[config.mk]
export PLATFORM = sky130hd
export DESIGN_NAME = integer_to_base_digits_core
export DESIGN_NICKNAME = d
export VERILOG_FILES = /design/src/rtl/itbd_pkg.sv /design/src/rtl/integer_to_base_digits_core.sv
export SDC_FILE = /design/constraint.sdc
export NUM_CORES = 1
export LEC_CHECK = 0
export BUFFER_PORTS_ARGS = -buffer_cell sky130_fd_sc_hd__buf_2
export CORE_MARGIN = 5
export CORE_UTILIZATION = 40
export CTS_BUF_LIST = sky130_fd_sc_hd__clkbuf_4 sky130_fd_sc_hd__clkbuf_8 sky130_fd_sc_hd__clkbuf_16
export DETAILED_ROUTE_END_ITERATION = 8
export HOLD_SLACK_MARGIN = 0.12
export PLACE_DENSITY = 0.6
export REMOVE_ABC_BUFFERS = 1
export SLEW_MARGIN = 20
export SYNTH_ARGS = -nofsm -noshare
export SYNTH_HDL_FRONTEND = slang
export SYNTH_SLANG_ARGS = --single-unit
export TNS_END_PERCENT = 50
[constraint.sdc]
create_clock -name i_clk -period 13.3 [get_ports i_clk]
set_clock_uncertainty 0.1 [all_clocks]
set_input_delay 1.33 -clock i_clk [delete_from_list [all_inputs] [get_ports i_clk]]
set_output_delay 1.33 -clock i_clk [all_outputs]
set_load 0.02 [all_outputs]
[src/rtl/itbd_pkg.sv]
// shared types and constants for the integer to base digits block
`timescale 1ns / 1ps
`default_nettype none
package itbd_pkg;

    typedef logic [7:0] t_char;

    localparam int MAX_DIGITS   = 32;
    localparam int ALPHA_BYTES  = 16;

    localparam t_char CH_PLUS   = 8'h2B;
    localparam t_char CH_MINUS  = 8'h2D;

    // register indexes on the configuration port
    localparam logic [1:0] REG_ALPHA_LOW  = 2'd0;
    localparam logic [1:0] REG_ALPHA_HIGH = 2'd1;
    localparam logic [1:0] REG_BASE_SIZE  = 2'd2;

endpackage
`default_nettype wire

[src/rtl/integer_to_base_digits_core.sv]
// integer to base digits: converts a signed 32-bit value to alphabet characters
//
// input channel: i_valid/o_ready with i_value, one word per conversion.
// output channel: o_valid/i_ready with o_out_char, o_is_last, o_invalid_base.
// a negative value yields a minus character first, then the digits, most
// significant first; is_last marks the final character of each value.
// an invalid alphabet yields a single word with invalid_base set and char 0.
// digits come from a shared divider that retires 4 quotient bits a cycle.
// a value is divided digit by digit in ST_DIV, least significant first; then
// ST_SIGN emits any minus, and each digit is read back in ST_RD and emitted
// in ST_PUT; a new word is taken only once the last character has been
// loaded into the output register; an invalid alphabet skips the division.
// o_ready is high only while no conversion is in flight; the last character
// may still sit in the output register when the next word is taken.
// a receiver stall freezes the sequencer in its emit state; nothing is lost.
// reset (synchronous, active low) clears the alphabet, base size and control
// state; the digit memory needs no clearing since every entry read was
// written earlier by the same conversion.
// the configuration port is a 64-bit apb-style port, registers at 0, 8, 16;
// the user must keep them written only while the block is idle; not enforced.
`timescale 1ns / 1ps
`default_nettype none
module integer_to_base_digits_core #(
    parameter int MAX_RADIX = 16
) (
    input  wire                   i_clk,
    input  wire                   i_rst_n,
    // configuration port
    input  wire                   psel,
    input  wire                   penable,
    input  wire                   pwrite,
    input  wire  [4:0]            paddr,
    input  wire  [63:0]           pwdata,
    output logic [63:0]           prdata,
    output logic                  pready,
    // input channel
    input  wire                   i_valid,
    output logic                  o_ready,
    input  wire  [31:0]           i_value,
    // output channel
    output logic                  o_valid,
    input  wire                   i_ready,
    output itbd_pkg::t_char       o_out_char,
    output logic                  o_is_last,
    output logic                  o_invalid_base
);
    import itbd_pkg::*;

    localparam logic [2:0] ST_IDLE = 3'd0;
    localparam logic [2:0] ST_DIV  = 3'd1;
    localparam logic [2:0] ST_SIGN = 3'd2;
    localparam logic [2:0] ST_RD   = 3'd3;
    localparam logic [2:0] ST_PUT  = 3'd4;

    localparam int CW = $clog2(MAX_DIGITS + 1);
    localparam int AW = $clog2(MAX_DIGITS);

    // configuration registers
    logic [63:0] r_alpha_low;
    logic [63:0] r_alpha_high;
    logic [4:0]  r_base_size;

    // sequencer state
    logic [2:0]    r_state;
    logic          r_neg;
    logic          r_bad;
    logic [4:0]    r_radix;
    logic [31:0]   r_mag;
    logic [3:0]    r_rem;
    logic [2:0]    r_step;
    logic [CW-1:0] r_count;
    logic [3:0]    r_rd_digit;

    // output register
    logic          r_out_valid;
    t_char         r_out_char;
    logic          r_out_last;
    logic          r_out_bad;

    logic [3:0]    digit_mem [MAX_DIGITS];

    logic          cfg_wr;
    logic [1:0]    cfg_idx;
    logic          in_take;
    logic          out_free;
    logic          out_load;
    logic [127:0]  alpha_all;

    // alphabet check
    logic [4:0]    lim;
    logic [4:0]    len;
    logic          alpha_ok;
    t_char         abyte [ALPHA_BYTES];

    // divider step
    logic [3:0]    n_rem;
    logic [3:0]    q_bits;
    logic [4:0]    trial;
    logic [31:0]   n_mag;

    assign pready   = 1'b1;
    assign cfg_idx  = paddr[4:3];
    assign cfg_wr   = psel & penable & pwrite;
    assign o_ready  = (r_state == ST_IDLE);
    assign in_take  = i_valid & o_ready;
    assign out_free = ~r_out_valid | i_ready;
    // a new word goes into the output register this cycle
    assign out_load = out_free & (((r_state == ST_SIGN) & (r_bad | r_neg)) |
                                  (r_state == ST_PUT));
    assign alpha_all = {r_alpha_high, r_alpha_low};

    assign o_valid        = r_out_valid;
    assign o_out_char     = r_out_char;
    assign o_is_last      = r_out_last;
    assign o_invalid_base = r_out_bad;

    always_comb begin
        case (cfg_idx)
            REG_ALPHA_LOW:  prdata = r_alpha_low;
            REG_ALPHA_HIGH: prdata = r_alpha_high;
            REG_BASE_SIZE:  prdata = {59'd0, r_base_size};
            default:        prdata = 64'd0;
        endcase
    end

    always_ff @(posedge i_clk) begin
        if (!i_rst_n) begin
            r_alpha_low  <= 64'd0;
            r_alpha_high <= 64'd0;
            r_base_size  <= 5'd0;
        end else if (cfg_wr) begin
            case (cfg_idx)
                REG_ALPHA_LOW:  r_alpha_low  <= pwdata;
                REG_ALPHA_HIGH: r_alpha_high <= pwdata;
                REG_BASE_SIZE:  r_base_size  <= pwdata[4:0];
                default: ;
            endcase
        end
    end

    // alphabet length and validity
    always_comb begin
        for (int k = 0; k < ALPHA_BYTES; k++) begin
            abyte[k] = alpha_all[k*8 +: 8];
        end
        lim = (r_base_size > 5'(MAX_RADIX)) ? 5'(MAX_RADIX) : r_base_size;
        len = lim;
        // first zero byte inside the limit ends the alphabet
        for (int k = ALPHA_BYTES - 1; k >= 0; k--) begin
            if (abyte[k] == 8'd0 && 5'(k) < lim) begin
                len = 5'(k);
            end
        end
        alpha_ok = (len >= 5'd2);
        for (int i = 0; i < ALPHA_BYTES; i++) begin
            if (5'(i) < len && (abyte[i] == CH_PLUS || abyte[i] == CH_MINUS)) begin
                alpha_ok = 1'b0;
            end
            for (int j = i + 1; j < ALPHA_BYTES; j++) begin
                if (5'(j) < len && abyte[i] == abyte[j]) begin
                    alpha_ok = 1'b0;
                end
            end
        end
    end

    // four restoring division steps per cycle
    always_comb begin
        n_rem  = r_rem;
        q_bits = 4'd0;
        trial  = 5'd0;
        for (int b = 0; b < 4; b++) begin
            trial = {n_rem, r_mag[31-b]};
            if (trial >= r_radix) begin
                n_rem      = 4'(trial - r_radix);
                q_bits[3-b] = 1'b1;
            end else begin
                n_rem = trial[3:0];
            end
        end
        n_mag = {r_mag[27:0], q_bits};
    end

    always_ff @(posedge i_clk) begin
        if (r_state == ST_DIV && r_step == 3'd7) begin
            digit_mem[r_count[AW-1:0]] <= n_rem;
        end
        if (r_state == ST_RD) begin
            r_rd_digit <= digit_mem[AW'(r_count - CW'(1))];
        end
    end

    always_ff @(posedge i_clk) begin
        if (!i_rst_n) begin
            r_state     <= ST_IDLE;
            r_neg       <= 1'b0;
            r_bad       <= 1'b0;
            r_radix     <= 5'd0;
            r_mag       <= 32'd0;
            r_rem       <= 4'd0;
            r_step      <= 3'd0;
            r_count     <= '0;
            r_out_valid <= 1'b0;
        end else begin
            if (r_out_valid && i_ready && !out_load) begin
                r_out_valid <= 1'b0;
            end
            case (r_state)
                ST_IDLE: begin
                    if (in_take) begin
                        r_neg   <= i_value[31];
                        r_bad   <= ~alpha_ok;
                        r_radix <= len;
                        r_mag   <= i_value[31] ? (32'd0 - i_value) : i_value;
                        r_rem   <= 4'd0;
                        r_step  <= 3'd0;
                        r_count <= '0;
                        r_state <= alpha_ok ? ST_DIV : ST_SIGN;
                    end
                end
                ST_DIV: begin
                    r_step <= r_step + 3'd1;
                    if (r_step == 3'd7) begin
                        r_rem   <= 4'd0;
                        r_count <= r_count + CW'(1);
                        if (n_mag == 32'd0 || (r_count + CW'(1)) >= CW'(MAX_DIGITS)) begin
                            r_state <= ST_SIGN;
                        end
                    end else begin
                        r_rem <= n_rem;
                    end
                    r_mag <= n_mag;
                end
                ST_SIGN: begin
                    if (r_bad) begin
                        if (out_free) begin
                            r_out_valid <= 1'b1;
                            r_out_char  <= 8'd0;
                            r_out_last  <= 1'b1;
                            r_out_bad   <= 1'b1;
                            r_state     <= ST_IDLE;
                        end
                    end else if (r_neg) begin
                        if (out_free) begin
                            r_out_valid <= 1'b1;
                            r_out_char  <= CH_MINUS;
                            r_out_last  <= 1'b0;
                            r_out_bad   <= 1'b0;
                            r_state     <= ST_RD;
                        end
                    end else begin
                        r_state <= ST_RD;
                    end
                end
                ST_RD: begin
                    r_count <= r_count - CW'(1);
                    r_state <= ST_PUT;
                end
                ST_PUT: begin
                    if (out_free) begin
                        r_out_valid <= 1'b1;
                        r_out_char  <= alpha_all[{r_rd_digit, 3'b000} +: 8];
                        r_out_last  <= (r_count == '0);
                        r_out_bad   <= 1'b0;
                        r_state     <= (r_count == '0) ? ST_IDLE : ST_RD;
                    end
                end
                default: r_state <= ST_IDLE;
            endcase
        end
    end

endmodule
`default_nettype wire

==> impl_metrics.ini <==
[global_routing]
grt_pass1_wl_um = 161400
grt_start_max_net_pins = 92
groute.usage.overall_pct = 26.44
overflow = 0
initial_antenna_violation_count = 0
grt_pass1_vias = 24740

[timing]
max_freq_mhz = 118.2
finalHoldViolCount = 0
final-max-slew-violation-count = 0
postLayoutSetupSlackWorst_ns = 4.837
setup_tns_ns = 0
timing.final.crit_period_ns = 8.463
grt_setup_unrepaired = no
timing.final.setup_violations = 0
transition_at_the_pin_with_the_smallest_max_transition_slack_ns = 1.247
relSlewSlack_pct = 16.64
min_period_over_period_pct = 63.63

[logic_synthesis]
synth_top_cell_area_share_pct = 17.34
synth_compound_gate_area_share_pct = 9.389
yosys.area_share.adder_pct = 1.424
synth_enable_flop_cells = 142
syn_area_per_cell_sq_um = 8.731
yosysSeqAreaShare_pct = 27.42
post_synth_instance_area_sq_mm = 0.02935
netlist_top_cells_count = xor2_1 (581), xnor2_1 (439), nand2_1 (364), clkbuf_1 (223), dfxtp_1 (189)
muxShareOfSynthArea_pct = 8.971
synth_top_family_by_area = XOR/XNOR gates
async_flop_share_pct = 0
yosys_register_bits = 331
synth_cell_type_count = 72
syn-instance-count = 3361
synthMostInstantiatedCell = xor2_1
synth_xor_xnor_area_share_pct = 30.44
yosys-top-cells-area = xor2_1 (17%), edfxtp_1 (15%), xnor2_1 (13%), dfxtp_1 (13%), mux4_2 (6.1%)
synth_area_leader_cell = xor2_1
yosysWarningCount = 0
ys.flop_type = dfxtp_1
synth_simple_gate_area_share_pct = 17.10

[route]
dr.pass1.iters = 7
drt-met1-wl_um = 44640
wl_met2_um = 46790
route.final.wire_length_um = 108400
vias = 25840
route.detailed.drc = 0
antenna_violating_nets_post_route = 0
routed_wire_length_per_instance_um = 24.95
dr_wl_met3_um = 11350
highest-signal-layer = met4
drt-vias-per-instance = 5.947
initialDrtViolationCount = 3289

[power_and_ir_drop]
p_comb_share_pct = 49.2
share_seq_of_total_power_pct = 37.3
p_per_area_mw_per_mm2 = 242.6
report.power.total_w = 0.007871
netSwitchingPower_w = 0.003310
leakage_power_nw = 14.62
sw_frac_of_total_pct = 42.06
clock_power_share_pct = 13.5
irDropWorstVdd_mv = 1.027
power.internal_w = 0.004561

[floorplan]
placeable_core_region_sq_mm = 0.07283
design.portCount = 185
die-area_sq_mm = 0.07888
initial_utilization_pct = 40.29
die_y_um = 280.9
die_width_um = 280.9
rows = 99

[placed_design]
portBuffers = 180
preCtsSetupSlack_ns = 4.843
dp_cells = 4277
dp_hpwl_um = 67970
gpl.final_weighted_congestion = 0.9867

[setup_path]
reg2reg_from = r_radix[1]
worstSetupEndpoint = r_rem[1]
timing.critical_path.required_ns = 13.73
reg2reg_depth = 34
criticalPathCategory = reg -> reg
r2r_setup_slack_ns = 4.84
slowest_delay_ns = 0.81
critPathLaunch = r_radix[1]
worstPathMaxFanout = 17
cp_slowest_cell = mux2i_2
worst_r2r_endpoint = r_rem[1]
timing.critical_path.from_type = flip-flop
timing.critical_path.to_type = flip-flop
worst_ep_arrival_time_ns = 8.89
crit_path_frequent_cell = o21ai_0

[finish]
fillerInstances = 7157
area_growth_syn_to_layout_pct = 10.58
final-seq-area_sq_mm = 0.008049
multiInputGateArea_sq_mm = 0.01980
final_nets = 3496
final_core_utilization_pct = 44.55
fraction_of_layout_instances_using_a_drive_strength_above_1_pct = 15.09
post_layout_cell_count = 4345
number_of_diodes_added_for_antenna_fixing = 0

[status]
status = finished clean

[clock_tree]
htree_num_levels = 2
tritoncts = yes
numCtsBuffers = 37
clk_pin_slew_worst_paths_ns = 0.06
cts_setup_buffers = 0
clkSinkCount = 331
worst_skew_pair.late_latency_ns = 0.59
post_cts_hold_buffer_count = 0
root_buffer = clkbuf_16
cts_resized = 0
clock_path_buffers = 3

[worst_hold_path]
holdCritPathClass = reg -> reg

[run]
max_cap_violations = 0
critical path: cells and delay by family (launching register included):
family	cells	cell delay [ns]
compound gates	16	3.30
flops	1	0.57
mux	2	1.19
fa+ha+maj	4	1.17
simple gates	7	1.23
buf+inv	5	0.83
final cells by class:
class	instances	area share [%]
sequential	331	24.80
clock buffer	51	3.254
multi-input combinational	2625	61.02
inverter	34	0.3933
tap	959	3.698
timing repair buffer	328	6.215
clock inverter	17	0.6169
how the worst min path moves through the flow:
| stage | start | to | slack [ns] | cells past startpoint |
|---|---|---|---|---|
| after CTS | r_radix[4] | r_radix[4] | 0.37 | 2 |
| after global routing | r_radix[4] | r_radix[4] | 0.39 | 2 |
| after detailed placement | r_radix[4] | r_radix[4] | 0.36 | 2 |
| final | r_radix[4] | r_radix[4] | 0.37 | 2 |
| after floorplan | r_neg | r_neg | 0.34 | 2 |
| after global placement | r_radix[4] | r_radix[4] | 0.36 | 2 |
registers in the layout, summed over array words and instances (netlist names):
register and count:
o_out_char 8, digit_mem 128, r_rd_digit 4, r_state 3, r_mag 32, r_rem 4, o_valid 1, r_radix 5
o_is_last 1, r_step 3, r_alpha_low 64, r_count 6, o_invalid_base 1, r_alpha_high 64, r_neg 1, r_base_size 5
r_bad 1
cell usage in the layout (no fill, tap or decap), types with 35 or more instances in the layout:
cell type / n
nor2b_1: 35
edfxtp_1: 142
a21oi_1: 46
nor4_1: 160
mux4_2: 80
nand2_1: 363
o21ai_0: 97
dfxtp_1: 188
nand4_1: 122
mux2i_1: 73
buf_2: 178
a21boi_0: 138
xnor2_1: 439
buf_4: 150
clkbuf_16: 37
nor2_1: 146
xor2_1: 581
per-stage QoR:
stage                     instance area (sq um)  hold slack [ns]
after floorplan                           27940           0.3398
after global placement                    31190           0.3573
after detailed placement                  31190           0.3617
after CTS                                 32440           0.3697
after global routing                      32450           0.3877
final                                     32450           0.3666
routing by layer:
layer / vias to the layer above / global-route usage [%]
met5: - / 0.2442
met4: 0 / 11.19
met3: 355 / 5.715
met2: 1443 / 40.25
met1: 12520 / 36.43
li1: 11520 / -
cells by family after synthesis:
kind of cell | Yosys count
other | 1
and+or+nand+nor | 1004
buffers and inverters | 405
AOI/OAI and AO/OA | 407
muxes | 162
xor gates and xnor gates | 1020
adders and majority gates | 31
DFF | 331
power groups by stage:
stage	Clock, W	Combinational, W	Sequential (W)
detailed placement	0	0.00385	0.00293
finish	0.00106	0.00387	0.00294
CTS	0.00109	0.00405	0.00299
global route	0.00112	0.00362	0.00266
global placement	0	0.00310	0.00269
floorplan	0	0.00208	0.00277
No activity file was read; power rests on OpenSTA's default activity.
